===== src/design/dpc_pkg.sv =====
`timescale 1ns / 1ps
// ----------------------------------------------------------------------------
// dpc_pkg
// shared widths, register map, configuration and pipeline cell types
// ----------------------------------------------------------------------------
package dpc_pkg;

	localparam int ERR_W   = 32;            // timing error and correction width
	localparam int DIV_W   = 16;            // divisor register width
	localparam int THR_W   = 31;            // deadband and threshold width
	localparam int ADDR_W  = 4;             // apb byte address width
	localparam int STEPS   = ERR_W;         // one quotient bit per cell
	localparam int LATENCY = STEPS + 4;     // front (2) + cells + back (2)

	typedef enum logic [1:0] {
		REG_DEADBAND  = 2'd0,
		REG_FAST_THR  = 2'd1,
		REG_SLOW_DIV  = 2'd2,
		REG_FAST_DIV  = 2'd3
	} reg_idx_t;

	// divisors are already forced nonzero
	typedef struct packed {
		logic [THR_W-1:0] deadband;
		logic [THR_W-1:0] fast_threshold;
		logic [DIV_W-1:0] slow_div;
		logic [DIV_W-1:0] fast_div;
	} cfg_t;

	// one restoring division lane: partial remainder and dividend/quotient word
	typedef struct packed {
		logic [DIV_W-1:0] rem;
		logic [ERR_W-1:0] dq;
	} lane_t;

	typedef struct packed {
		logic  valid;
		logic  active;
		logic  negative;
		lane_t slow;
		lane_t fast;
	} cell_t;

endpackage


===== src/design/dpc_regs.sv =====
`timescale 1ns / 1ps
// ----------------------------------------------------------------------------
// dpc_regs
// apb configuration registers: deadband, fast threshold and the two divisors
// ----------------------------------------------------------------------------
module dpc_regs import dpc_pkg::*; (
	input  logic              clk,
	input  logic              arst_n,
	input  logic              psel,
	input  logic              penable,
	input  logic              pwrite,
	input  logic [ADDR_W-1:0] paddr,
	input  logic [31:0]       pwdata,
	output logic [31:0]       prdata,
	output logic              pready,
	output cfg_t              cfg
);

	logic [THR_W-1:0] deadband_q;
	logic [THR_W-1:0] fast_thr_q;
	logic [DIV_W-1:0] slow_div_q;
	logic [DIV_W-1:0] fast_div_q;
	logic             wr_en;
	reg_idx_t         idx;

	assign pready = 1'b1;
	assign wr_en  = psel & penable & pwrite & pready;
	assign idx    = reg_idx_t'(paddr[ADDR_W-1:2]);

	always_ff @(posedge clk or negedge arst_n) begin
		if (!arst_n) begin
			deadband_q <= '0;
			fast_thr_q <= '0;
			slow_div_q <= DIV_W'(1);
			fast_div_q <= DIV_W'(1);
		end else if (wr_en) begin
			case (idx)
				REG_DEADBAND: deadband_q <= pwdata[THR_W-1:0];
				REG_FAST_THR: fast_thr_q <= pwdata[THR_W-1:0];
				REG_SLOW_DIV: slow_div_q <= pwdata[DIV_W-1:0];
				REG_FAST_DIV: fast_div_q <= pwdata[DIV_W-1:0];
				default: ;
			endcase
		end
	end

	always_comb begin
		case (idx)
			REG_DEADBAND: prdata = 32'(deadband_q);
			REG_FAST_THR: prdata = 32'(fast_thr_q);
			REG_SLOW_DIV: prdata = 32'(slow_div_q);
			REG_FAST_DIV: prdata = 32'(fast_div_q);
			default:      prdata = '0;
		endcase
	end

	// a zero divisor acts as one
	assign cfg.deadband       = deadband_q;
	assign cfg.fast_threshold = fast_thr_q;
	assign cfg.slow_div       = (slow_div_q == '0) ? DIV_W'(1) : slow_div_q;
	assign cfg.fast_div       = (fast_div_q == '0) ? DIV_W'(1) : fast_div_q;

endmodule


===== config.mk =====
export PLATFORM = sky130hd
export DESIGN_NAME = dpc_regs
export DESIGN_NICKNAME = d
export VERILOG_FILES = /design/src/design/dpc_pkg.sv /design/src/design/dpc_regs.sv
export SDC_FILE = /design/constraint.sdc
export NUM_CORES = 1
export LEC_CHECK = 0
export BUFFER_PORTS_ARGS = -buffer_cell sky130_fd_sc_hd__buf_2
export CAP_MARGIN = 0
export CORE_ASPECT_RATIO = 0.9
export CORE_MARGIN = 4
export CORE_UTILIZATION = 50
export CTS_CLUSTER_SIZE = 40
export DETAILED_ROUTE_END_ITERATION = 10
export PLACE_DENSITY = 0.82
export SYNTH_ARGS = -nofsm -noshare
export SYNTH_HDL_FRONTEND = slang
export SYNTH_SLANG_ARGS = --single-unit

===== constraint.sdc =====
create_clock -name clk -period 5.25 [get_ports clk]
set_input_delay 1.575 -clock clk [delete_from_list [all_inputs] [get_ports clk]]
set_output_delay 1.575 -clock clk [all_outputs]
set_load 0.02 [all_outputs]

==> summary.md <==
| Metric | Value |
|---|---|
| CTS tree | done |
| Leakage | 2.79 nW |
| Die Span Y | 97.5 um |
| Starting Density | 51.7% |
| Most common cell in the netlist | dfrtp_1 |
| Synth top area cells | dfrtp_1 (52%), mux2_2 (16%), mux2_4 (10%), mux4_2 (8.1%), mux2i_1 (3.4%) |
| H-Tree Depth | 3 |
| RSZ-0062 raised after global routing | false |
| CTS Buffer Depth | 2 |
| Vias in the first global route | 3153 |
| Synth Register Bits | 94 |
| Multi-input combinational cell area | 0.00185 mm^2 |
| Slew Limit Fails | 0 |
| Root Driver | clkbuf_8 |
| Syn Area/Cell | 14.7 um^2 |
| DRC viols | 0 |
| Rows | 32 |
| Tightest Hold Check Type | reg2reg |
| Clock Latency Late Sink | 350 ps |
| Num CTS Buffers | 9 |
| Synth cell count leaders | dfrtp_1 (92), mux2_2 (64), clkbuf_1 (33), mux2_4 (30), mux4_2 (16) |
| Clk sink count | between 90 and 100 |
| Netlist Area Pre-Place | 0.00445 mm^2 |
| Worst Setup SP | paddr[2] |
| Hold Vio Cnt, Final | 0 |
| Drt wl/cell | 19.5 um |
| Synth Area in Simple Gates | 3.12% |
| Port Buf Inserts | approximately 160 |
| Share of flip-flops with an asynchronous set or reset | 100% |
| Synth Area in Compound Gates | less than 1% |
| Critical path peak fanout | 20 |
| Post-synthesis xor/xnor area fraction | 0% |
| Maximum number of pins on one net before global-route repair | 50 |
| Syn_nets | 344 |
| Worst-path clk slew | 80 ps |
| Filler cells | between 600 and 700 |
| Number of iterations in the first detailed-routing pass | 4 |
| Vias | ~3000 |
| Die X | between 100 and 150 um |
| Antenna violations before repair | 0 |
| Synth Area in Adders | 0% |
| Antenna violation net count after detailed routing | 0 |
| Yosys Warn Count | 0 |
| Outcome | finished, final reports clean |
| Die ar. | around 0.010 mm^2 |
| Crit end category | output port |
| Setup Skew | 0 ps |
| Post-CTS resize count | 0 |
| Cell Count, Final, Fillers Out | ~550 |
| First-pass GRT wire length | 17300 um |
| Number of diodes | 0 |
| Top cell type's share of synthesized area | approximately half |
| MaxCap Viol Count | 0 |
| Worst Hold Launch | deadband_q[4] |
| CP Data Arrival Time | 3030 ps |
| Post-CTS setup buffer count | 0 |
| Routability cong. | 0.768 |
| Final setup fails | 0 |
| Largest family of logic cells by synthesized area | multiplexers |
| Cell accounting for the most synthesized area | dfrtp_1 |
| Multiplexer share of the synthesized area | 37.8% |
| Dpl hpwl | 7590 um |
| Core box area | 0.00861 mm^2 |
| All-Layer GR Usage | 21.2% |
| Worst-Margin Slew | 1130 ps |
| Post-CTS Hold Buffers | 0 |
| Crit start category | primary input |
| Synth-to-layout area growth | 22.1% |
| FF+latch area | approximately 0.0024 mm^2 |
| Final WL | 10800 um |
| Proportion of layout cells with a drive suffix above 1 | 68.4% |
| Seq/Total Area, Yosys | 52.9% |
| Via-per-instance ratio | about 5.4 |
| Synth unique cells | 21 |
| Slew headroom | 24.9% |
| Remaining Overflow, GRT | 0 |
| Min cycle time layout | 4600 ps |
| EDFF count, synth | 0 |
| Placed Cells | 537 |
| Max IR drop VDD | 0.207 mV |
| Worst Setup Path Type | in2out |
| Final #Nets | 470 |
| Syn Inst Count | 303 |
| Io pins | 168 |
| R2r startpoint | fast_div_q[6] |
| Iter 0 DRT Violations | 63 |
| Final TNS setup | 0 ps |
| Critical path required time | 3680 ps |
| PD cells | between 400 and 500 mW/mm^2 |
| Top_reg_cell synth | dfrtp_1 |
| Max Clock Freq | 0.217 GHz |
| Fin crit share | 87.6% |
## cells in the final DEF (no fill, tap or decap), drive strengths merged, types with 3 or more instances in the layout
master  instances
buf           165
clkbuf         11
dfrtp          92
mux2           94
mux2i          15
mux4           16
nor2           16
nor3            3
nor4            6
## final timing paths
check | to | slack, ps | cells after the start
setup / recovery | prdata[20] | 650 | 5
min in group asynchronous | fast_thr_q[13] | 1220 | 1
setup reg to reg | fast_div_q[6] | 4420 | 1
max in group asynchronous | deadband_q[27] | 2990 | 2
hold reg to reg | deadband_q[4] | 530 | 1
hold / removal | deadband_q[4] | 530 | 1
## layout make-up
cell class | instances | share of cell area [%]
multi-input cells | 158 | 34.1
well taps | 119 | 2.74
flip-flops and latches | 94 | 43.4
repair buffers | 165 | 15.4
clock inverters | 5 | 1.50
clock buffers | 11 | 2.79
inverters | 1 | 0.0691
## routing by layer
metal / GRT usage, % / share of wire [%] / vias up
met5: 0 / 0 / -
met4: 6.12 / 1.1 / 0
met3: 4.52 / 4.5 / 14
met2: 37.2 / 53 / 89
met1: 26.3 / 41 / 1553
li1: - / - / 1310
## power by group
part	internal [W]	leakage (nW)	switching, W
Sequential	0.000895	1.15	0.000155
Clock	0.000295	0.116	0.000253
Combinational	0.000385	1.53	0.000485
## per-stage QoR
stage / hold WS (ps) / util [%] / setup slack [ps] / power [W] / cell area, um^2
finish: 534 / 63.1 / 649 / 0.00247 / 5430
floorplan: 518 / - / 1000 / 0.00163 / 4450
global placement: 503 / 60.4 / 630 / 0.00192 / 5200
detailed placement: 517 / 60.4 / 604 / 0.00195 / 5200
global route: 551 / 63.1 / 498 / 0.00259 / 5430
CTS: 537 / 63.1 / 592 / 0.00249 / 5430
## state kept, by name, indices dropped and copies added (netlist names)
name        count
fast_thr_q     31
deadband_q     31
slow_div_q     16
fast_div_q     16
## kinds of logic (layout without fill, tap and decap cells)
logic type             count (synthesis)  after routing
DFF                                   94             94
AOI/OAI and AO/OA                      2              2
and+or+nand+nor                       29             29
muxes                                125            125
buffers and inverters                 51            182
other                                  2              2
## critical path, cell delays in order
cell and delay (ps):
buf_2 570, buf_4 400, mux2i_1 220, nor2_1 60, buf_2 190
Power figures use the tool's default switching activity.
