===== config.mk =====
export PLATFORM = sky130hd
export DESIGN_NAME = dpc_front
export DESIGN_NICKNAME = d
export VERILOG_FILES = /design/src/design/dpc_pkg.sv /design/src/design/dpc_front.sv
export SDC_FILE = /design/constraint.sdc
export NUM_CORES = 1
export LEC_CHECK = 0
export ABC_AREA = 1
export BUFFER_PORTS_ARGS = -buffer_cell sky130_fd_sc_hd__buf_4
export CAP_MARGIN = 10
export CORE_ASPECT_RATIO = 1.25
export CORE_UTILIZATION = 55
export CTS_CLUSTER_SIZE = 8
export DETAILED_ROUTE_END_ITERATION = 10
export PLACE_DENSITY = 0.81
export SYNTH_ARGS = -nofsm -noshare
export SYNTH_HDL_FRONTEND = slang
export SYNTH_SLANG_ARGS = --single-unit
export TNS_END_PERCENT = 100

===== constraint.sdc =====
create_clock -name clk -period 9.1 [get_ports clk]
set_input_delay 1.365 -clock clk [delete_from_list [all_inputs] [get_ports clk]]
set_output_delay 1.365 -clock clk [all_outputs]
set_load 0.02 [all_outputs]

===== src/design/dpc_pkg.sv =====
`timescale 1ns / 1ps
// ----------------------------------------------------------------------------
// dpc_pkg
// shared widths, register map, configuration and pipeline cell types
// ----------------------------------------------------------------------------
package dpc_pkg;

	localparam int ERR_W   = 32;            // timing error and correction width
	localparam int DIV_W   = 16;            // divisor register width
	localparam int THR_W   = 31;            // deadband and threshold width
	localparam int ADDR_W  = 4;             // apb byte address width
	localparam int STEPS   = ERR_W;         // one quotient bit per cell
	localparam int LATENCY = STEPS + 4;     // front (2) + cells + back (2)

	typedef enum logic [1:0] {
		REG_DEADBAND  = 2'd0,
		REG_FAST_THR  = 2'd1,
		REG_SLOW_DIV  = 2'd2,
		REG_FAST_DIV  = 2'd3
	} reg_idx_t;

	// divisors are already forced nonzero
	typedef struct packed {
		logic [THR_W-1:0] deadband;
		logic [THR_W-1:0] fast_threshold;
		logic [DIV_W-1:0] slow_div;
		logic [DIV_W-1:0] fast_div;
	} cfg_t;

	// one restoring division lane: partial remainder and dividend/quotient word
	typedef struct packed {
		logic [DIV_W-1:0] rem;
		logic [ERR_W-1:0] dq;
	} lane_t;

	typedef struct packed {
		logic  valid;
		logic  active;
		logic  negative;
		lane_t slow;
		lane_t fast;
	} cell_t;

endpackage


===== src/design/dpc_front.sv =====
`timescale 1ns / 1ps
// ----------------------------------------------------------------------------
// dpc_front
// magnitude and sign, then split into slow and fast dividends
// ----------------------------------------------------------------------------
module dpc_front import dpc_pkg::*; (
	input  logic             clk,
	input  logic             arst_n,
	input  logic             in_valid,
	input  logic [ERR_W-1:0] err,
	input  cfg_t             cfg,
	output cell_t            out
);

	logic             valid_s1;
	logic             neg_s1;
	logic [ERR_W-1:0] mag_s1;
	logic [ERR_W-1:0] db_ext;
	logic [ERR_W-1:0] thr_ext;
	logic [ERR_W-1:0] slow_top;
	logic [ERR_W-1:0] slow_num;
	logic [ERR_W-1:0] fast_num;
	cell_t            cell_s2;

	// stage 1: sign and magnitude
	always_ff @(posedge clk or negedge arst_n) begin
		if (!arst_n) begin
			valid_s1 <= 1'b0;
		end else begin
			valid_s1 <= in_valid;
		end
	end

	always_ff @(posedge clk) begin
		neg_s1 <= err[ERR_W-1];
		mag_s1 <= err[ERR_W-1] ? ERR_W'(~err + 1'b1) : err;
	end

	// stage 2: piecewise split
	assign db_ext   = ERR_W'(cfg.deadband);
	assign thr_ext  = ERR_W'(cfg.fast_threshold);
	assign slow_top = (mag_s1 < thr_ext) ? mag_s1 : thr_ext;
	assign slow_num = (slow_top > db_ext) ? ERR_W'(slow_top - db_ext) : '0;
	assign fast_num = (mag_s1 > thr_ext) ? ERR_W'(mag_s1 - thr_ext) : '0;

	always_ff @(posedge clk or negedge arst_n) begin
		if (!arst_n) begin
			cell_s2 <= '0;
		end else begin
			cell_s2.valid     <= valid_s1;
			cell_s2.active    <= mag_s1 > db_ext;
			cell_s2.negative  <= neg_s1;
			cell_s2.slow.rem  <= '0;
			cell_s2.slow.dq   <= slow_num;
			cell_s2.fast.rem  <= '0;
			cell_s2.fast.dq   <= fast_num;
		end
	end

	assign out = cell_s2;

endmodule


==> impl_metrics.ini <==
[yosys]
synth-seq-area-share = 0.244
ys_warn_count = 0
synth_edf_count = 0
yosys-top-cells-area = nand2_1, dfrtp_1, ha_1
synth_cell_type_count = 34
netlist_instances = 1575
netlist_area_um2 = 9700
synth_top_area_cell = nand2_1
synthArstFlopShare = 0.673
synth_area_per_cell_um2 = 6.16
ys_top_cells_by_count = nand2_1, inv_1, nor2_1
synth_top_area_frac = 0.219
synth_most_common_cell = nand2_1
synth_seq_cells = 101
synth_ff_type = dfrtp_1

[route]
ant_nets = 0
wl_met2_mm = 12.6
wl_per_cell_um = 13.7
wl_met1_mm = 11.5
drc = 0
routed_wl_mm = 26.8
routed_via_density = 5.01
vias = 9810
dr.pass1.iters = 5
dr.max_layer_used = met4
drt-initial-drc-count = 527
met3_length_mm = 1.54

[pwr]
leakage_nw = 6.80
p_comb_frac = 0.525
internal-power_mw = 1.14
p_seq_frac = 0.285
p_sw_mw = 0.893
power.share.clock = 0.190
pwr_density_cell_nw_per_um2 = 181
ir_drop_mv = 0.0956
netSwitchingFraction = 0.439

[sta]
relSlewSlack = 0.333
min_period_ns = 5.71
tns_ns = 0
hold_viol = 0
fmax_mhz = 175
finalCritPeriodShare = 0.627
rsz0062_at_grt = no
worstMarginPinSlew_ns = 0.999
fin_worst_skew_ns = 0.00620
slew_viol_final = 0
setup_viol = 0

[worst_hold_path]
min_path_type = reg -> reg

[global_route]
grtUsageTotal = 0.302
grt_pass1_vias = 8963
grt_overflow_total = 0
antenna_found_initial = 0
grt_first_pass_wirelength_mm = 42.5
grt_max_degree = 69

[critical_path]
crit_arrival_ns = 5.90
path_cells = buf_4 > inv_1 > ha_1 > nand2_1 > nor2_1 > nand2_1 > nor2_1 > nand2_2 > nand2_4 > o21a_1 > ha_1 > inv_1 > fa_1 > nand3_1 > nand3_1 > nand2_1 > nand2_1 > nand2_1 > nand2_2 > nand2_1 > nand2_1 > nand2_1 > nor2_1
critPathCaptureType = flop
critPathTopFamily = simple AND/OR/NAND/NOR gates
critical_path_required_ns = 9.30
path_buf_inv = 3
start_kind = primary input
worstSetupPathType = in -> reg
slowest_delay_ns = 0.73
crit_path_frequent_cell = nand2_1
slowest_stage = nand2_1
cp_max_fo = 64

[floorplanning]
start_util = 0.569
core_area_um2 = 17000
dieArea_um2 = 18200
fp-row-count = 53
die_h_um = 150
fp.dieW_um = 121
io-pin-count = 228

[clocking]
cts_buffers = 9
clockBufferDepth = 2
h-tree-depth = 3
clk_latency_ns = 0.36
post_cts_buffers = 0
cts_tree = done
cts_hold_repair.buffers = 0
cts_resized = 0
cts.clk_slew.worst_paths_ns = 0.07
clock_sinks = 101
ctsRootBufferMaster = clkbuf_16

[placement]
post-dp-hpwl_mm = 22.5
dpl_cell_area_um2 = 11000
gp_congestion = 0.996
numPortBuffers = 163

[final_layout]
layout-drive-gt1-share = 0.107
n_antenna_cell = 0
fin_nets = 1957
syn_to_final_growth_pct = 16.0
fin_area_um2 = 11200

[run_status]
outcome = finished, final reports clean

[job]
max_cap_violations = 0
==> metrics by stage <==
step                 util  cells  setup WS [ns]  power (mW)  hold WS, ns
floorplan               -   1606           4.53        1.32        0.316
global placement    0.643   1941           3.12        1.63        0.320
detailed placement  0.643   1941           3.08        1.65        0.329
CTS                 0.660   1957           3.45        2.04        0.335
global route        0.660   1957           2.99        2.19        0.340
finish              0.660   1957           3.39        2.03        0.336
==> power by group through the flow <==
stage	Clock, mW	Sequential (mW)	Combinational (mW)
4_1_cts	0.396	0.581	1.07
5_1_grt	0.413	0.589	1.19
3_5_place_dp	0	0.591	1.06
6_report	0.387	0.579	1.07
2_1_floorplan	0	0.685	0.638
3_3_place_gp	0	0.587	1.04
==> flip-flops by register name (all words and copies together) (netlist names) <==
register and count:
valid_s1 1, out 67, mag_s1 32, neg_s1 1
==> layout by cell type (no fill, tap or decap), types with 2 or more instances in the layout <==
cell type / count
inv_1: 302
ha_1: 94
xnor2_1: 33
o21bai_1: 4
dfrtp_1: 68
o21ai_0: 19
nand4_1: 11
conb_1: 32
clkbuf_16: 9
buf_4: 163
o21a_1: 33
nor4_1: 2
and3_1: 2
nand3b_1: 24
nand3_1: 43
a21oi_1: 54
inv_6: 2
fa_1: 2
xor2_1: 23
nand2_1: 566
nor2_1: 184
dfxtp_1: 33
and2_1: 6
nand2_2: 4
nand2_4: 2
nor3_1: 10
==> worst register-to-register path: cells and delay by family, from the launching register on <==
family | cells | cell delay, ns
and+or+nand+nor | 19 | 2.89
AOI/OAI and AO/OA | 1 | 0.19
DFF | 1 | 0.30
buffers and inverters | 3 | 0.27
adders and majority gates | 4 | 1.15
==> worst paths after layout <==
path	startpoint	to	slack [ns]	depth (start not counted)
setup / recovery	cfg[51]	out[73]$_DFF_PN0_	3.39	23
min in group asynchronous	arst_n	valid_s1$_DFF_PN0_	1.13	1
hold / removal	neg_s1$_DFF_P_	out[96]$_DFF_PN0_	0.34	0
hold reg to reg	neg_s1$_DFF_P_	out[96]$_DFF_PN0_	0.34	0
max in group asynchronous	arst_n	out[96]$_DFF_PN0_	7.37	1
setup reg to reg	mag_s1[0]$_DFF_P_	out[73]$_DFF_PN0_	4.13	27
==> cell families (layout without fill, tap and decap cells) <==
| family | Yosys count | in the layout | synth area share |
|---|---|---|---|
| AOI/OAI and AO/OA | 114 | 114 | 0.0694 |
| xor gates and xnor gates | 56 | 56 | 0.0506 |
| adders and majority gates | 96 | 96 | 0.125 |
| buffers and inverters | 350 | 481 | 0.153 |
| DFF | 101 | 101 | 0.244 |
| other | 1 | 32 | 0.000387 |
| and+or+nand+nor | 857 | 857 | 0.357 |
==> layout make-up <==
type	instances	area [um^2]
multi-input combinational	1155	5960
fill	1662	5800
tap	220	275
sequential	101	2360
clock inverter	5	41.3
timing repair buffer	163	1220
inverter	302	1130
clock buffer	11	243
==> per-layer routing <==
| layer | up-vias | global-route usage |
|---|---|---|
| met5 | - | 0 |
| met4 | 0 | 0.147 |
| met3 | 75 | 0.0367 |
| met2 | 370 | 0.521 |
| met1 | 4339 | 0.372 |
| li1 | 5026 | - |
Power figures use the tool's default switching activity.
