`config.mk`:
```
export PLATFORM = sky130hd
export DESIGN_NAME = dpc_back
export DESIGN_NICKNAME = d
export VERILOG_FILES = /design/src/design/dpc_pkg.sv /design/src/design/dpc_back.sv
export SDC_FILE = /design/constraint.sdc
export NUM_CORES = 1
export LEC_CHECK = 0
export CAP_MARGIN = 20
export CORE_MARGIN = 5
export CORE_UTILIZATION = 39
export DETAILED_ROUTE_END_ITERATION = 7
export DONT_BUFFER_PORTS = 1
export HOLD_SLACK_MARGIN = 0.03
export SYNTH_ARGS = -nofsm -noshare
export SYNTH_HDL_FRONTEND = slang
export SYNTH_SLANG_ARGS = --single-unit
```
`constraint.sdc`:
```
create_clock -name clk -period 3.95 [get_ports clk]
set_clock_uncertainty 0.05 [all_clocks]
set_input_delay 0.1975 -clock clk [delete_from_list [all_inputs] [get_ports clk]]
set_output_delay 0.1975 -clock clk [all_outputs]
set_load 0.03 [all_outputs]
```
`src/design/dpc_pkg.sv`:
```
`timescale 1ns / 1ps
// ----------------------------------------------------------------------------
// dpc_pkg
// shared widths, register map, configuration and pipeline cell types
// ----------------------------------------------------------------------------
package dpc_pkg;

	localparam int ERR_W   = 32;            // timing error and correction width
	localparam int DIV_W   = 16;            // divisor register width
	localparam int THR_W   = 31;            // deadband and threshold width
	localparam int ADDR_W  = 4;             // apb byte address width
	localparam int STEPS   = ERR_W;         // one quotient bit per cell
	localparam int LATENCY = STEPS + 4;     // front (2) + cells + back (2)

	typedef enum logic [1:0] {
		REG_DEADBAND  = 2'd0,
		REG_FAST_THR  = 2'd1,
		REG_SLOW_DIV  = 2'd2,
		REG_FAST_DIV  = 2'd3
	} reg_idx_t;

	// divisors are already forced nonzero
	typedef struct packed {
		logic [THR_W-1:0] deadband;
		logic [THR_W-1:0] fast_threshold;
		logic [DIV_W-1:0] slow_div;
		logic [DIV_W-1:0] fast_div;
	} cfg_t;

	// one restoring division lane: partial remainder and dividend/quotient word
	typedef struct packed {
		logic [DIV_W-1:0] rem;
		logic [ERR_W-1:0] dq;
	} lane_t;

	typedef struct packed {
		logic  valid;
		logic  active;
		logic  negative;
		lane_t slow;
		lane_t fast;
	} cell_t;

endpackage

```
`src/design/dpc_back.sv`:
```
`timescale 1ns / 1ps
// ----------------------------------------------------------------------------
// dpc_back
// sum of quotients, minimum of one outside the deadband, sign restore
// ----------------------------------------------------------------------------
module dpc_back import dpc_pkg::*; (
	input  logic             clk,
	input  logic             arst_n,
	input  cell_t            in,
	output logic             done,
	output logic [ERR_W-1:0] corr
);

	logic             valid_s1;
	logic             active_s1;
	logic             neg_s1;
	logic [ERR_W-1:0] sum_s1;
	logic [ERR_W-1:0] fix;
	logic             done_q;
	logic [ERR_W-1:0] corr_q;

	// both quotients together never exceed the magnitude, so no carry out
	always_ff @(posedge clk or negedge arst_n) begin
		if (!arst_n) begin
			valid_s1 <= 1'b0;
			done_q   <= 1'b0;
		end else begin
			valid_s1 <= in.valid;
			done_q   <= valid_s1;
		end
	end

	always_ff @(posedge clk) begin
		active_s1 <= in.active;
		neg_s1    <= in.negative;
		sum_s1    <= ERR_W'(in.slow.dq + in.fast.dq);
	end

	assign fix = !active_s1 ? '0 : ((sum_s1 == '0) ? ERR_W'(1) : sum_s1);

	always_ff @(posedge clk) begin
		corr_q <= neg_s1 ? ERR_W'('0 - fix) : fix;
	end

	assign done = done_q;
	assign corr = corr_q;

endmodule

```
==> results.sh, run 1 <==
export IMPL_timing_max_cap_violations=0
export IMPL_p_int_mw=1.267
export IMPL_floorplan_die_area_sq_um=12830
export IMPL_timing_final_crit_share=0.8478
export IMPL_finalPower_mw=1.998
export IMPL_flow_area_growth_from_synthesis_pct=8.908
export IMPL_number_of_global_route_vias_before_repair=3463
export IMPL_post_cts_setup_buffer_count=0
export IMPL_relative_contribution_of_sequential_cells_to_total_power=0.533
export IMPL_clock_tree_htree_level_count=3
export IMPL_final_cell_area_sq_um=4528
export IMPL_die_w_microns=113.3
export IMPL_cts_resized=0
export IMPL_tritoncts_num_buffers=9
export IMPL_crit_type="flop to flop"
export IMPL_via_count=3567
export IMPL_globalRouteOverflowTotal=0
export IMPL_clk_root_buffer_cell="clkbuf_8"
export IMPL_slew_headroom=0.3452
export IMPL_highest_count_cells_in_the_layout_ignoring_fill_and_taps="66 x dfxtp_1, 46 x nor2_1, 37 x a21oi_1, 32 x ha_1"
export IMPL_gr_usage_all_layers=0.1592
export IMPL_numPortBuffers=0
export IMPL_ant_diodes=0
export IMPL_synth_yosys_warnings=0
export IMPL_detailedRoute_firstIterationViolations=261
export IMPL_largest_net_degree_at_the_start_of_global_routing=32
export IMPL_setup_tns_final_ns=0
export IMPL_finalMaxSlewViolations=0
export IMPL_avgRoutedWirePerCell_microns=16.42
export IMPL_clk_transition_reported_paths_ns=0.07
export IMPL_p_clk_frac=0.232
export IMPL_critPathArrivalTime_ns=3.57
export IMPL_rsz_0062_raised_after_global_routing="false"
export IMPL_syn_cell_area_sq_um=4158
export IMPL_postSynthAreaPerCell_sq_um=8.590
export IMPL_routabilityCongestion=0.8533
export IMPL_first_pass_iters=5
export IMPL_worstPathRequired_ns=4.17
export IMPL_hold_ws_ns=0.08059
export IMPL_die_h_microns=113.3
export IMPL_synth_lib_cells_used_distinct=62
export IMPL_yosys_top_cells_area="dfxtp_1 32%, ha_1 9.6%, xor2_1 4.8%, a21oi_1 4.5%, nor2_1 4.2%"
export IMPL_worst_ir_drop_vdd_v=0.0002214
export IMPL_design_portCount=134
export IMPL_synth_largest_type_area_fraction=0.3178
export IMPL_cp_capture_type="flop"
export IMPL_number_of_buffers_inserted_by_hold_repair_at_cts=9
export IMPL_combinationalPowerShare=0.236
export IMPL_switching_power_mw=0.7303
export IMPL_report_final_hold_viol_count=0
export IMPL_postRouteAntennaNets=0
export IMPL_core_area_sq_um=10370
export IMPL_grt_antenna_before_repair=0
export IMPL_static_leakage_power_nw=1.804
export IMPL_post_dp_hpwl_microns=8389
export IMPL_critPathMaxFanout=6
export IMPL_synth_seq_cells=68
export IMPL_timing_worst_slew_pin_value_ns=0.9809
export IMPL_insertion_delay_ns=0.33
export IMPL_vias_per_cell=5.644
export IMPL_post_synth_inst_count=484
export IMPL_core_rowCount=37
export IMPL_final_setup_viol_count=0
export IMPL_synth_enable_flop_cells=0
export IMPL_layout_commonest_cell="dfxtp_1"
export IMPL_synthDominantAreaCellType="dfxtp_1"
export IMPL_min_path_type="input pin to flop"
export IMPL_wl_microns=10380
export IMPL_critical_path_startpoint_type="flop"
export IMPL_outcome="completed"
export IMPL_syn_nets=618
export IMPL_power_switching_fraction=0.3656
export IMPL_layout_cell_share_with_drive_strength_beyond_1=0.05040
export IMPL_power_density_cell_area_nw_per_um2=441.1
export IMPL_tritoncts="yes"
export IMPL_ys_async_sr_fraction=0.02941
export IMPL_synth_seq_area_share=0.3298
export IMPL_place_area_sq_um=4278
export IMPL_floorplan_initialDensity=0.4009
export IMPL_max_clock_freq_mhz=298.6
export IMPL_drcViolationCount=0
export IMPL_cts_buffer_depth=2
export IMPL_design_final_nets=626
export IMPL_clkSinkCount=68
export IMPL_synth_top_flop_cell="dfxtp_1"
export IMPL_final_min_clock_period_ns=3.349
export IMPL_grt_pass1_wl_microns=16860
-- metal layers --
layer / share of wire / track usage / vias up
met5: 0 / 0 / -
met4: 0.014 / 0.04487 / 0
met3: 0.060 / 0.03797 / 13
met2: 0.45 / 0.2504 / 128
met1: 0.48 / 0.2177 / 1617
li1: - / - / 1809
-- cell usage after synthesis (3+ instances only) --
master	number
a211o_1	3
a211oi_1	5
a21o_1	13
a21oi_1	37
a31oi_1	5
and2_1	5
and3_1	3
clkbuf_1	11
dfxtp_1	66
ha_1	32
inv_1	10
mux2i_1	3
nand2_1	31
nand2b_1	6
nand3_1	13
nand3b_1	3
nand4_1	4
nor2_1	46
nor2b_1	5
nor3_1	10
nor4_1	4
o21a_1	10
o21ai_0	31
o21ai_1	6
o21bai_1	7
o31a_1	3
o31ai_1	8
o41a_1	3
or3_1	7
or4_1	12
xnor2_1	18
xor2_1	23
-- cell type report --
class                   instances  area [sq um]
fillers                      1070          5842
multi-input cells             392          2688
flip-flops and latches         68          1371
well taps                     136         170.2
clock buffers                  12         145.1
repair buffers                 10         97.59
inverters                      11         41.29
clock inverters                 3         15.01
-- logic make-up after synthesis --
| logic type | synth area share |
|---|---|
| flops | 0.3298 |
| xor+xnor | 0.08637 |
| compound gates | 0.2444 |
| buf+inv | 0.02377 |
| mux | 0.007223 |
| fa+ha+maj | 0.1011 |
| simple gates | 0.2073 |
-- registers in the layout, indices dropped and copies added (netlist names) --
register and count:
valid_s1 1, sum_s1 32, done 1, neg_s1 1, active_s1 1, corr 32
-- power by group through the flow --
stage               registers, mW  logic, mW  clock network [mW]
detailed placement           1.08      0.460                   0
floorplan                    1.03      0.374                   0
CTS                          1.07      0.473               0.477
global placement             1.08      0.455                   0
finish                       1.06      0.471               0.463
global route                 1.08      0.530               0.512
-- final timing paths --
kind	from	to	slack (ns)	depth (start not counted)
max in group asynchronous	arst_n	done	3.14	2
worst min register to register	valid_s1	done	0.32	0
worst min-delay path	in[78]	sum_s1[30]	0.08	2
worst max register to register	sum_s1[15]	corr[28]	0.60	11
min in group asynchronous	arst_n	valid_s1	0.59	2
worst max-delay path	sum_s1[15]	corr[28]	0.60	11
-- per-stage QoR --
step                      setup slack, ns    util  std cells
after floorplan                     1.132       -        484
after global placement             0.6625  0.4125        608
after detailed placement           0.6445  0.4125        608
after CTS                          0.6152  0.4367        632
after global routing               0.4022  0.4367        632
final                              0.6011  0.4367        632
-- worst max-delay path, cell delays in order, from the launching register on --
cell	delay, ns
dfxtp_1	0.35
or4_1	0.65
nor4_2	0.29
and4b_2	0.35
o21ai_0	0.15
ha_1	0.29
and2_1	0.19
o21ai_1	0.22
and2_1	0.24
nor2_1	0.15
a31oi_1	0.20
o21a_1	0.14
Power figures use the tool's default switching activity.
==> run 2, diff against run 1 <==
ABC_AREA = 1   (was unset)
clock period = 3.15 ns   (was 3.95 ns; I/O delays follow)
==> run 2 against run 1 <==
Register-to-register slack better by 0.08 ns. Utilization rose by 1.3 points. Wire length up 8.4%. Clock power is 150% higher. First-iteration DRC count decreased by 34%. Power is 64% higher. Synthesized cell count is 31% higher. Flip-flop and latch count stayed put. Die area up 8.7%. Critical path type unchanged.
==> results.sh, run 2 <==
export IMPL_outcome="completed"
export IMPL_finalMaxSlewViolations=0
export IMPL_final_cells=799
export IMPL_clock_tree_htree_level_count=3
export IMPL_flow_area_growth_from_synthesis_pct=12.60
export IMPL_vias_per_cell=5.119
export IMPL_p_clk_frac=0.349
export IMPL_globalRouteOverflowTotal=0
export IMPL_synth_largest_type_area_fraction=0.2900
export IMPL_post_synth_inst_count=635
export IMPL_detailedRoute_firstIterationViolations=172
export IMPL_syn_nets=769
export IMPL_timing_worst_slew_pin_value_ns=0.7493
export IMPL_cp_startpoint="sum_s1[31]"
export IMPL_min_path_type="input pin to flop"
export IMPL_syn_cell_area_sq_um=4557
export IMPL_layout_cell_share_with_drive_strength_beyond_1=0.1128
export IMPL_routabilityCongestion=0.8753
export IMPL_design_final_nets=785
export IMPL_ys_async_sr_fraction=0.02941
export IMPL_tritoncts_num_buffers=9
export IMPL_worstReg2RegStart="sum_s1[31]"
export IMPL_design_portCount=134
export IMPL_worstPathRequired_ns=3.35
export IMPL_final_setup_viol_count=0
export IMPL_finalPower_mw=3.267
export IMPL_critPathMaxStageDelay_ns=0.34
export IMPL_cp_capture_type="flop"
export IMPL_yosysMostFrequentCell="nand2_1"
export IMPL_postRouteAntennaNets=0
export IMPL_critical_path_most_common_cell="nand2_1"
export IMPL_gr_usage_all_layers=0.1624
export IMPL_p_int_mw=2.124
export IMPL_floorplan_die_area_sq_um=13950
export IMPL_synth_enable_flop_cells=0
export IMPL_dp_cells=772
export IMPL_die_w_microns=118.1
export IMPL_clk_root_buffer_cell="clkbuf_16"
export IMPL_static_leakage_power_nw=2.460
export IMPL_critical_path_startpoint_type="flop"
export IMPL_insertion_delay_ns=0.33
export IMPL_post_dp_hpwl_microns=9410
export IMPL_synth_seq_cells=68
export IMPL_synth_seq_area_share=0.3009
export IMPL_core_rowCount=39
export IMPL_grt_pass1_wl_microns=18850
export IMPL_synth_yosys_warnings=0
export IMPL_first_pass_iters=4
export IMPL_switching_power_mw=1.143
export IMPL_ant_diodes=0
export IMPL_setup_tns_final_ns=0
export IMPL_rsz_0062_raised_after_global_routing="false"
export IMPL_tritoncts="yes"
export IMPL_postSynthAreaPerCell_sq_um=7.176
export IMPL_synth_lib_cells_used_distinct=38
export IMPL_largest_net_degree_at_the_start_of_global_routing=37
export IMPL_core_area_sq_um=11420
export IMPL_timing_final_crit_share=0.7837
export IMPL_wl_microns=11260
export IMPL_critPathArrivalTime_ns=2.67
export IMPL_slew_headroom=0.4998
export IMPL_max_clock_freq_mhz=405.1
export IMPL_die_h_microns=118.1
export IMPL_final_min_clock_period_ns=2.469
export IMPL_crit_type="flop to flop"
export IMPL_synth_top_flop_cell="dfxtp_1"
export IMPL_critical_path_cell_chain="nor2_1 -> nand2_1 -> nor2_1 -> nand2_1 -> o21ai_1 -> nand2_1 -> ha_1 -> nand3_1 -> nand3b_4 -> nor3_2 -> nand2_1 -> nand2_1 -> o21ai_1 -> xor2_1"
export IMPL_clk_transition_reported_paths_ns=0.06
export IMPL_n_fill_cell=1216
export IMPL_critPathMaxFanout=14
export IMPL_layout_commonest_cell="nand2_1"
export IMPL_numPortBuffers=0
export IMPL_synthDominantAreaCellType="dfxtp_1"
export IMPL_power_density_cell_area_nw_per_um2=636.8
export IMPL_report_final_hold_viol_count=0
export IMPL_floorplan_initialDensity=0.3991
export IMPL_via_count=4090
export IMPL_yosys_top_cells_area="dfxtp_1 29%, nand2_1 14%, ha_1 8.8%, xor2_1 6.7%, nor2_1 5.2%"
export IMPL_timing_max_cap_violations=0
export IMPL_grt_antenna_before_repair=0
export IMPL_clkSinkCount=68
export IMPL_crit_slowest_cell="ha_1"
export IMPL_highest_count_cells_in_the_layout_ignoring_fill_and_taps="166 x nand2_1, 65 x dfxtp_1, 63 x nor2_1, 47 x inv_1, 36 x a21oi_1"
export IMPL_drcViolationCount=0
export IMPL_relative_contribution_of_sequential_cells_to_total_power=0.404
export IMPL_avgRoutedWirePerCell_microns=14.09
export IMPL_cts_buffer_depth=2
export IMPL_ys_top_cells_by_count="166 x nand2_1, 66 x dfxtp_1, 63 x nor2_1, 47 x inv_1, 36 x a21oi_1"
export IMPL_worst_ir_drop_vdd_v=0.0004442
export IMPL_combinationalPowerShare=0.247
export IMPL_power_switching_fraction=0.3498
export IMPL_hp_start="in[51]"
export IMPL_number_of_global_route_vias_before_repair=4063
-- run 2: changes by cell type in the layout (fill, tap and decap cells not counted), sizes merged, moves of 12 or more --
| cell | before | now |
|---|---|---|
| nand2 | 31 | 194 |
| nand3 | 13 | 36 |
| inv | 10 | 53 |
| xor2 | 23 | 35 |
| nand4 | 4 | 23 |
| or4 | 13 | 0 |
| nor2 | 47 | 73 |
-- run 2: routing by layer --
layer,share of wire,wire length [microns],vias up,global-route usage
met2,0.46,5158,127,0.2644
met3,0.046,518,15,0.02979
met1,0.48,5376,1817,0.2145
li1,-,-,2131,-
met5,0,0,-,0
met4,0.018,203,0,0.05735
-- run 2: layout make-up --
class | instances | area [sq um] | share of cell area
clock buffers | 10 | 239.0 | 0.04657
clock inverters | 6 | 111.4 | 0.02170
inverters | 53 | 201.4 | 0.03926
multi-input cells | 506 | 2903 | 0.5657
flip-flops and latches | 68 | 1373 | 0.2675
well taps | 143 | 178.9 | 0.03487
repair buffers | 13 | 125.1 | 0.02438
-- run 2: logic make-up after synthesis --
logic type,count (synthesis),synth area share
buffers and inverters,61,0.06205
DFF,68,0.3009
xor gates and xnor gates,44,0.08457
adders and majority gates,33,0.09226
AOI/OAI and AO/OA,90,0.1142
and+or+nand+nor,339,0.3460
-- run 2: power groups by stage --
stage / Sequential [mW] / Clock (mW) / Combinational (mW)
global placement: 1.34 / 0 / 0.789
detailed placement: 1.34 / 0 / 0.792
finish: 1.32 / 1.14 / 0.808
global route: 1.34 / 1.22 / 0.917
floorplan: 1.31 / 0 / 0.634
CTS: 1.32 / 1.17 / 0.811
-- run 2: path summary, 6_finish.rpt --
check	slack (ns)	depth (start not counted)	endpoint
worst max-delay path	0.68	14	corr[24]
min in group asynchronous	0.56	2	valid_s1
max in group asynchronous	2.37	2	done
worst min-delay path	0.05	2	sum_s1[3]
worst min register to register	0.31	0	done
worst max register to register	0.68	14	corr[24]
-- run 2: critical path, delay by kind of cell, from the launching register on --
kind	cells	cell delay (ns)
AOI/OAI and AO/OA	2	0.23
DFF	1	0.31
xor gates and xnor gates	1	0.15
adders and majority gates	1	0.34
and+or+nand+nor	10	1.29
-- run 2: what timing repair did --
action / CTS / global route
hold buffers: 11 / 0
endpoints found under the setup margin: 0 / 0
setup buffers: 0 / 0
resized for setup: 0 / 0
hold endpoints to repair: 8 / 0
-- run 2: through the flow --
stage               setup WS [ns]  hold WS, ns  area [sq um]  utilization
floorplan                   1.101      -0.1881          4557            -
global placement           0.7404      -0.1880          4671       0.4091
detailed placement         0.6888      -0.1880          4671       0.4091
CTS                        0.6197      0.04072          5131       0.4494
global route               0.4856      0.04335          5131       0.4494
finish                     0.6815      0.05016          5131       0.4494
