$ cat src/design/dpc_pkg.sv
`timescale 1ns / 1ps
// ----------------------------------------------------------------------------
// dpc_pkg
// shared widths, register map, configuration and pipeline cell types
// ----------------------------------------------------------------------------
package dpc_pkg;

	localparam int ERR_W   = 32;            // timing error and correction width
	localparam int DIV_W   = 16;            // divisor register width
	localparam int THR_W   = 31;            // deadband and threshold width
	localparam int ADDR_W  = 4;             // apb byte address width
	localparam int STEPS   = ERR_W;         // one quotient bit per cell
	localparam int LATENCY = STEPS + 4;     // front (2) + cells + back (2)

	typedef enum logic [1:0] {
		REG_DEADBAND  = 2'd0,
		REG_FAST_THR  = 2'd1,
		REG_SLOW_DIV  = 2'd2,
		REG_FAST_DIV  = 2'd3
	} reg_idx_t;

	// divisors are already forced nonzero
	typedef struct packed {
		logic [THR_W-1:0] deadband;
		logic [THR_W-1:0] fast_threshold;
		logic [DIV_W-1:0] slow_div;
		logic [DIV_W-1:0] fast_div;
	} cfg_t;

	// one restoring division lane: partial remainder and dividend/quotient word
	typedef struct packed {
		logic [DIV_W-1:0] rem;
		logic [ERR_W-1:0] dq;
	} lane_t;

	typedef struct packed {
		logic  valid;
		logic  active;
		logic  negative;
		lane_t slow;
		lane_t fast;
	} cell_t;

endpackage

$ cat src/design/dpc_div_cell.sv
`timescale 1ns / 1ps
// ----------------------------------------------------------------------------
// dpc_div_cell
// one restoring division step for the slow and fast lanes
// ----------------------------------------------------------------------------
module dpc_div_cell import dpc_pkg::*; (
	input  logic             clk,
	input  logic             arst_n,
	input  cell_t            in,
	input  logic [DIV_W-1:0] slow_div,
	input  logic [DIV_W-1:0] fast_div,
	output cell_t            out
);

	function automatic lane_t div_step(input lane_t ln, input logic [DIV_W-1:0] d);
		logic [DIV_W:0] r_ext;
		logic [DIV_W:0] diff;
		logic           ge;
		lane_t          res;
		r_ext   = {ln.rem, ln.dq[ERR_W-1]};
		diff    = r_ext - {1'b0, d};
		ge      = r_ext >= {1'b0, d};
		res.rem = ge ? diff[DIV_W-1:0] : r_ext[DIV_W-1:0];
		res.dq  = {ln.dq[ERR_W-2:0], ge};
		return res;
	endfunction

	cell_t cell_q;

	always_ff @(posedge clk or negedge arst_n) begin
		if (!arst_n) begin
			cell_q <= '0;
		end else begin
			cell_q.valid    <= in.valid;
			cell_q.active   <= in.active;
			cell_q.negative <= in.negative;
			cell_q.slow     <= div_step(in.slow, slow_div);
			cell_q.fast     <= div_step(in.fast, fast_div);
		end
	end

	assign out = cell_q;

endmodule

$ cat config.mk
export PLATFORM = sky130hd
export DESIGN_NAME = dpc_div_cell
export DESIGN_NICKNAME = d
export VERILOG_FILES = /design/src/design/dpc_pkg.sv /design/src/design/dpc_div_cell.sv
export SDC_FILE = /design/constraint.sdc
export NUM_CORES = 1
export LEC_CHECK = 0
export BUFFER_PORTS_ARGS = -buffer_cell sky130_fd_sc_hd__buf_4
export CORE_MARGIN = 4
export CORE_UTILIZATION = 46
export DETAILED_ROUTE_END_ITERATION = 12
export PLACE_DENSITY = 0.8
export SETUP_SLACK_MARGIN = 0.1
export SYNTH_ARGS = -nofsm -noshare
export SYNTH_HDL_FRONTEND = slang
export SYNTH_SLANG_ARGS = --single-unit
$ cat constraint.sdc
create_clock -name clk -period 0.8 [get_ports clk]
set_input_delay 0 -clock clk [delete_from_list [all_inputs] [get_ports clk]]
set_output_delay 0 -clock clk [all_outputs]
set_load 0.1 [all_outputs]
==> results.md, run 1 <==
| Step | Item | Reported |
| --- | --- | --- |
| clocking | H-Tree Depth | 3 |
| synthesis | Post-synthesis cell type count | 64 |
| synthesis | Synth async-reset ratio | 100% |
| clocking | Buffer count from post-CTS setup fixing | 13 |
| synthesis | Flops & latches, synth | 99 |
| die | Total number of placement rows | 36 |
| clocking | Clock buffer count from CTS | 9 |
| synthesis | Sequential-to-total area share from yosys stat | 52.4% |
| die | Initial Util | 47.7% |
| clocking | CTS root buffer | sky130_fd_sc_hd__clkbuf_8 |
| status | Result of the run | did not finish |
| synthesis | Number of cells produced by synthesis | 420 |
| clocking | Max clock buf depth | 2 |
| synthesis | Number of flops mapped to enable cells by yosys | 0 |
| synthesis | Net Count, Synth | 587 |
| die | Count of pins on the block boundary | 232 |
| synthesis | Syn Area/Cell | 11.3 um2 |
| placement | Final estimated routing congestion in global placement | 0.900 |
| placement | Area after DPL | 8060 um2 |
| status | Stage at which the run stopped | clock tree synthesis |
| clocking | Hold bufs inserted after CTS | 92 |
| synthesis | Netlist area before placement | 4730 um2 |
| clocking | Cells resized by post-CTS repair | 233 |
| placement | Total of buffers placed on input and output ports | 231 |
| die | Vertical die dimension | 109 um |
| clocking | Clk sinks | 99 |
| synthesis | Warnings, synthesis | 0 |
| die | Die W | 109 um |
| status | Tool error | [ERROR DPL-0038] Utilization greater than 100%, impossible to legalize |
| placement | DP Wirelength | 13000 um |
| synthesis | Dominant synthesized flop cell | sky130_fd_sc_hd__dfrtp_1 |
==> Yosys cell counts (all sizes together) (3+ instances only) <==
cell	instances	area (um2)
nor3	5	25.0
and2	5	35.0
xor2	10	87.6
nand4	3	18.8
a21oi	33	165
nand2b	10	62.6
a211oi	7	52.6
clkbuf	3	11.3
mux2	16	203
o31ai	3	27.5
nand2	13	48.8
nor2b	4	25.0
o21a	7	52.6
buf	5	36.3
inv	47	176
xnor2	9	78.8
nor2	29	109
mux2i	4	40.0
and4	3	27.5
ha	32	400
a21o	7	52.6
nand3	7	35.0
dfrtp	99	2480
a31oi	3	33.8
o211ai	3	22.5
o21ai	15	86.3
==> per-stage QoR <==
stage                     setup TNS [ps]  util, %  cells  worst slack [ps]  hold WS, ps
after floorplan                   -27910        -    420             -1130         -296
after detailed placement          -37270     81.4    869             -1390        -22.4
after global placement            -35540     81.4    869             -1330        -26.0
==> logic make-up after synthesis <==
| logic type | share of synthesized area (%) |
|---|---|
| simple gates | 9.57 |
| xor+xnor | 3.52 |
| buf+inv | 4.73 |
| mux | 5.13 |
| compound gates | 15.4 |
| fa+ha+maj | 9.31 |
| flops | 52.4 |
==> run 2: changes to the inputs <==
CORE_UTILIZATION = 40   (was 46)
PLACE_DENSITY = default   (was 0.8)
PLACE_DENSITY_LB_ADDON = 0.15   (was default)
SETUP_SLACK_MARGIN = default   (was 0.1)
==> results.md, run 2 <==
| Step | Item | Reported |
| --- | --- | --- |
| status | Result of the run | finished with violations |
| status | Violated checks | setup timing |
| synthesis | Warnings, synthesis | 0 |
| die | Total number of placement rows | 39 |
| drt | Iteration-0 DRC Markers | 549 |
| critical path | Arrival time worst endpoint | 2030 ps |
| critical path | Worst path depth | 11 |
| die | Vertical die dimension | 117 um |
| clocking | TritonCTS clock tree | yes |
| synthesis | Synth async-reset ratio | 100% |
| sta | Setup repair after global routing missed its margin | yes |
| grt | Antenna violations before repair | 1 |
| finish | Area overhead of the layout relative to synthesis | 129% |
| synthesis | Sequential-to-total area share from yosys stat | 52.4% |
| clocking | Clk sinks | 99 |
| clocking | H-Tree Depth | 3 |
| die | Area of the placeable core | 11500 um2 |
| sta | Worst slew margin relative to its limit | 65.9% |
| synthesis | Dominant synthesized flop cell | sky130_fd_sc_hd__dfrtp_1 |
| clocking | Clock buffer count from CTS | 9 |
| finish | Number of filler cells placed in the layout | 322 |
| finish | Share of cells above drive strength 1 | 69.8% |
| finish | End-of-flow core utilization | 93.9% |
| critical path | Worst setup path startpoint | fast_div[13] |
| run | Reported max-cap violation count | 0 |
| synthesis | Net Count, Synth | 587 |
| drt | DRC | 0 |
| synthesis | Commonest cells post-synth | 99 x sky130_fd_sc_hd__dfrtp_1, 47 x sky130_fd_sc_hd__inv_1, 33 x sky130_fd_sc_hd__a21oi_1 |
| synthesis | Flops & latches, synth | 99 |
| pwr | Switching Fraction | 43.2% |
| synthesis | Most instantiated library cell after synthesis | sky130_fd_sc_hd__dfrtp_1 |
| drt | Post-detailed-route count of antenna-violating nets | 0 |
| sta | Setup WS post-layout | -1010 ps |
| critical path | Destination of the critical timing path | out[38] |
| finish | Diodes inserted | 0 |
| die | Total die area | 13600 um2 |
| placement | DP Wirelength | 12200 um |
| clocking | Clock-pin slew on the worst setup and hold paths | 90 ps |
| critical path | CP peak stage delay | 350 ps |
| critical path | CP required | 1030 ps |
| finish | Total area of multi-input combinational cells | 2820 um2 |
| synthesis | Syn Area/Cell | 11.3 um2 |
| pwr | Power per standard cell area | 2020 nW/um2 |
| critical path | Most frequent cell on the critical path | sky130_fd_sc_hd__buf_6 |
| critical path | Worst path bufs/invs | 4 |
| grt | Wire length of the first global-routing pass | 33700 um |
| synthesis | Top cells by area in the synthesized netlist | sky130_fd_sc_hd__dfrtp_1 52%, sky130_fd_sc_hd__ha_1 8.5%, sky130_fd_sc_hd__inv_1 3.7% |
| grt | Overall fraction of global-route tracks in use | 32.9% |
| finish | Reg area | 2600 um2 |
| min path | Type of the most critical hold path | primary input to flip-flop |
| finish | Top library cells by usage in the layout, fill and taps aside | 213 x sky130_fd_sc_hd__buf_4, 98 x sky130_fd_sc_hd__dfrtp_2, 94 x sky130_fd_sc_hd__dlygate4sd3_1, 55 x sky130_fd_sc_hd__buf_6, 43 x sky130_fd_sc_hd__buf_8 |
| pwr | Sequential Power Share | 27.8% |
| grt | Maximum number of pins on one net before global-route repair | 32 |
| clocking | CTS root buffer | sky130_fd_sc_hd__clkbuf_16 |
| synthesis | Number of flops mapped to enable cells by yosys | 0 |
| sta | Period utilisation layout | 226% |
| synthesis | Number of cells produced by synthesis | 420 |
| grt | Remaining Overflow, GRT | 0 |
| pwr | Fraction of power consumed by combinational cells | 49.8% |
| pwr | Highest ir drop seen on vdd | 1.53 mV |
| sta | Final number of max-transition violations | 0 |
| placement | Final estimated routing congestion in global placement | 0.836 |
| sta | Endpoints failing hold | 0 |
| critical path | Type of origin of the critical path | primary input |
| finish | Commonest non-fill, non-tap cell in the layout | sky130_fd_sc_hd__buf_4 |
| die | Count of pins on the block boundary | 232 |
| pwr | Design internal power | 12400 uW |
| sta | Clock period minus worst slack | 1810 ps |
| sta | Worst-Margin Slew | 505 ps |
| pwr | Net switching power figure | 9420 uW |
| critical path | Worst setup path category | primary input to flip-flop |
| drt | Detailed-router iteration count before antenna repair | 5 |
| critical path | Type of element capturing the critical path | flip-flop |
| drt | Final wirelength | 28300 um |
| clocking | Max clock buf depth | 2 |
| synthesis | Cell taking the most area after synthesis | sky130_fd_sc_hd__dfrtp_1 |
| pwr | Clock group share of total power | 22.4% |
| synthesis | Netlist area before placement | 4730 um2 |
| critical path | Crit path max fanout | 6 |
| drt | Via count | 5925 |
| synthesis | Share of the synthesized area in the top cell type | 52.4% |
| sta | Worst hold slack | 8.33 ps |
| pwr | Leakage component of the power | 0.00485 uW |
| finish | Total number of nets in the final design | 1037 |
| grt | Vias in the first global route | 6045 |
| critical path | List of cells traversed by the critical path | buf_4, inv_2, ha_4, and3_4, nand4_1, o31ai_4, nand3b_1, buf_6, buf_6, nor2_4, a21oi_2 |
| sta | # setup viols final | 133 |
| critical path | Slowest library cell on the worst path | sky130_fd_sc_hd__o31ai_4 |
| drt | Vias per inst | 5.82 |
| die | Die W | 117 um |
| critical path | Cell family with the largest share of critical-path delay | compound AO/OA/AOI/OAI gates |
| sta | Fmax achieved | 553 MHz |
| synthesis | Post-synthesis cell type count | 64 |
| drt | Wire per inst | 27.8 um |
| die | Initial Util | 41.1% |
| finish | Number of flip-flops in the largest register | 99 |
| placement | Total of buffers placed on input and output ports | 231 |
-- run 2: through the flow --
stage / area [um2] / cells / TNS, ps / setup slack, ps / power [uW]
5_1_grt: 10800 / 1018 / -46380 / -1020 / 22200
6_report: 10800 / 1018 / -44640 / -1010 / 21800
4_1_cts: 10300 / 1008 / -36850 / -813 / 20200
3_3_place_gp: 8100 / 882 / -35480 / -1340 / 14100
2_1_floorplan: 5510 / 420 / -27910 / -1130 / 11700
3_5_place_dp: 8100 / 882 / -36820 / -1360 / 14200
-- run 2: cell families (layout without fill, tap and decap cells) --
family	after synthesis	count (layout)	share of synthesized area [%]
muxes	20	20	5.13
xor gates and xnor gates	19	19	3.52
DFF	99	99	52.4
buffers and inverters	55	510	4.73
and+or+nand+nor	89	89	9.57
AOI/OAI and AO/OA	104	104	15.4
adders and majority gates	34	34	9.31
-- run 2: cell type report --
class / instances / area share [%]
clock inverter: 6 / 0.763
inverter: 47 / 2.39
timing repair buffer: 447 / 43.0
clock buffer: 10 / 2.12
tap: 143 / 1.65
multi-input combinational: 266 / 26.0
sequential: 99 / 24.0
-- run 2: worst min path at each step --
stage / cells past startpoint / from / endpoint / slack [ps]
global route: 3 / in[35] / out[36] / 10
global placement: 1 / arst_n / out[69] / -90
CTS: 3 / in[93] / out[94] / -1
floorplan: 0 / arst_n / out[0] / -300
finish: 3 / in[93] / out[94] / 8
detailed placement: 1 / arst_n / out[69] / -90
-- run 2: power groups by stage --
stage	Sequential, uW	Clock [uW]	Combinational (uW)
floorplan	9580	0	2120
global placement	5830	0	8270
detailed placement	5840	0	8390
CTS	5890	4670	9630
global route	6080	5030	11100
finish	6060	4880	10900
-- run 2: layer usage --
layer | GRT usage, % | part of all wire, %
met1 | 35.5 | 32
met2 | 62.3 | 50
met3 | 6.42 | 10
met4 | 13.9 | 6.8
met5 | 0 | 0.27
-- run 2: worst min-delay path, cell delays in order --
cell and delay (ps):
sky130_fd_sc_hd__buf_4 110, sky130_fd_sc_hd__buf_4 100, sky130_fd_sc_hd__mux2_4 120
-- run 2: timing repair --
item / in CTS / in global routing
gates cloned: 1 / 1
endpoints found under the hold margin: 191 / 0
hold buffers: 94 / 0
pin swaps: 36 / 19
endpoints found under the setup margin: 133 / 133
resized for setup: 213 / 112
buffers inserted: 15 / 10
(Power assumes the default switching activity.)
==> run 3: changes to the inputs <==
PLACE_DENSITY = 0.71   (was default)
PLACE_DENSITY_LB_ADDON = default   (was 0.15)
==> results.md, run 3 (synthesis results as in run 2) <==
| Step | Item | Reported |
| --- | --- | --- |
| die | Total die area | 13600 um2 |
| critical path | Worst setup path startpoint | slow_div[5] |
| drt | Post-detailed-route count of antenna-violating nets | 0 |
| finish | Commonest non-fill, non-tap cell in the layout | sky130_fd_sc_hd__buf_4 |
| critical path | Worst setup path category | primary input to flip-flop |
| clocking | TritonCTS clock tree | yes |
| placement | DP Wirelength | 12600 um |
| die | Vertical die dimension | 117 um |
| drt | Via count | 6469 |
| drt | Vias per inst | 6.37 |
| die | Count of pins on the block boundary | 232 |
| clocking | Max clock buf depth | 2 |
| grt | Maximum number of pins on one net before global-route repair | 42 |
| die | Total number of placement rows | 39 |
| die | Initial Util | 41.1% |
| grt | Wire length of the first global-routing pass | 36000 um |
| status | Result of the run | finished with violations |
| sta | Period utilisation layout | 229% |
| sta | Worst hold slack | -23.7 ps |
| sta | Setup repair after global routing missed its margin | yes |
| min path | Sink of the worst hold path | out[81] |
| drt | Detailed-router iteration count before antenna repair | 8 |
| sta | Clock period minus worst slack | 1830 ps |
| pwr | Total power consumption of the routed design | 22400 uW |
| min path | Hold path cells | 3 |
| drt | DRC | 0 |
| sta | # setup viols final | 133 |
| sta | Endpoints failing hold | 6 |
| pwr | Power per standard cell area | 2040 nW/um2 |
| pwr | Leakage component of the power | 0.00489 uW |
| sta | Worst slew margin relative to its limit | 63.9% |
| grt | Antenna violations before repair | 0 |
| run | Reported max-cap violation count | 0 |
| sta | Worst-Margin Slew | 538 ps |
| placement | Post-placement cell count | 882 |
| clocking | Hold bufs inserted after CTS | 91 |
| clocking | CTS root buffer | sky130_fd_sc_hd__clkbuf_16 |
| pwr | Highest ir drop seen on vdd | 1.74 mV |
| clocking | Clock buffer count from CTS | 9 |
| finish | Diodes inserted | 0 |
| critical path | Arrival time worst endpoint | 2100 ps |
| clocking | Clk sinks | 99 |
| placement | Final estimated routing congestion in global placement | 0.821 |
| placement | Post-placement worst setup slack | -1340 ps |
| sta | Fmax achieved | 545 MHz |
| critical path | Type of element capturing the critical path | flip-flop |
| critical path | Type of origin of the critical path | primary input |
| placement | Total of buffers placed on input and output ports | 231 |
| grt | Vias in the first global route | 6262 |
| grt | Remaining Overflow, GRT | 0 |
| finish | Top library cells by usage in the layout, fill and taps aside | 210 x sky130_fd_sc_hd__buf_4, 98 x sky130_fd_sc_hd__dfrtp_2, 91 x sky130_fd_sc_hd__dlygate4sd3_1, 53 x sky130_fd_sc_hd__buf_6, 44 x sky130_fd_sc_hd__buf_8 |
| die | Die W | 117 um |
| finish | Share of cells above drive strength 1 | 71.2% |
| finish | End-of-flow core utilization | 95.2% |
| drt | Final wirelength | 33400 um |
| sta | Final number of max-transition violations | 0 |
| drt | Iteration-0 DRC Markers | 747 |
| grt | Overall fraction of global-route tracks in use | 35.7% |
| die | Area of the placeable core | 11500 um2 |
| finish | Area overhead of the layout relative to synthesis | 132% |
| clocking | Clock-pin slew on the worst setup and hold paths | 80 ps |
| drt | Wire per inst | 33.0 um |
| status | Violated checks | hold timing, setup timing |
| critical path | CP required | 1070 ps |
| min path | Startpoint of the most critical hold path | in[80] |
| finish | Non-Filler Instances | 1015 |
| finish | Number of flip-flops in the largest register | 99 |
| min path | Type of the most critical hold path | primary input to flip-flop |
| sta | Setup WS post-layout | -1030 ps |
| finish | Total number of nets in the final design | 1034 |
| critical path | Crit path max fanout | 8 |
| clocking | H-Tree Depth | 3 |
## run 3: changes by cell type in the layout (fill, tap and decap cells not counted), moves of 3 or more
cell,delta
sky130_fd_sc_hd__a21oi_2,-4
sky130_fd_sc_hd__a21oi_4,+3
sky130_fd_sc_hd__buf_16,+3
sky130_fd_sc_hd__buf_4,-3
sky130_fd_sc_hd__dlygate4sd3_1,-3
sky130_fd_sc_hd__nor2_1,-3
sky130_fd_sc_hd__nor2_2,+3
## run 3: stage by stage
stage / area, um2 / hold WS [ps] / TNS (ps)
3_5_place_dp: 8110 / -108 / -35690
4_1_cts: 10400 / -17.1 / -36480
6_report: 11000 / -23.7 / -48660
2_1_floorplan: 5510 / -296 / -27910
3_3_place_gp: 8110 / -106 / -35150
5_1_grt: 11000 / -21.6 / -50330
## run 3: how the worst max path moves through the flow
stage | endpoint | slack [ps] | depth (start not counted)
after detailed placement | out[94] | -1340 | 10
final | out[90] | -1030 | 10
after global placement | out[94] | -1310 | 10
after CTS | out[94] | -810 | 10
after floorplan | out[94] | -1130 | 9
after global routing | out[42] | -1070 | 11
## run 3: repair_timing
action	4_1_cts	5_1_grt
endpoints found under the hold margin	194	2
cloned	3	1
resized for setup	233	113
setup buffers	13	9
endpoints found under the setup margin	133	133
pin swaps	41	15
## run 3: worst max-delay path: stages
cell and delay, ps:
sky130_fd_sc_hd__buf_4 80, sky130_fd_sc_hd__inv_2 60, sky130_fd_sc_hd__ha_4 350, sky130_fd_sc_hd__nand4_1 160
sky130_fd_sc_hd__a2111o_1 360, sky130_fd_sc_hd__and2_4 220, sky130_fd_sc_hd__o21ai_4 190, sky130_fd_sc_hd__a31oi_4 150
sky130_fd_sc_hd__clkbuf_16 210, sky130_fd_sc_hd__mux2_4 310
## run 3: cell type report
cell class | count | area, um2
clock inverter | 6 | 66.3
timing repair buffer | 444 | 4690
tap | 143 | 179
fill | 252 | 551
clock buffer | 10 | 239
multi-input combinational | 266 | 2930
sequential | 99 | 2600
inverter | 47 | 256
## run 3: power by group
part | switching [uW] | leakage, uW | internal (uW)
Sequential | 468 | 0.00105 | 5590
Clock | 2590 | 0.000148 | 2310
Combinational | 6960 | 0.00369 | 4440
Total | 10000 | 0.00489 | 12300
## run 3: metal layers
metal	vias up	global-route usage, %	wire length, um
met5	-	0	0
met4	0	21.6	3830
met3	325	7.41	4110
met2	742	63.7	15400
met1	3040	38.5	10100
li1	2362	-	-
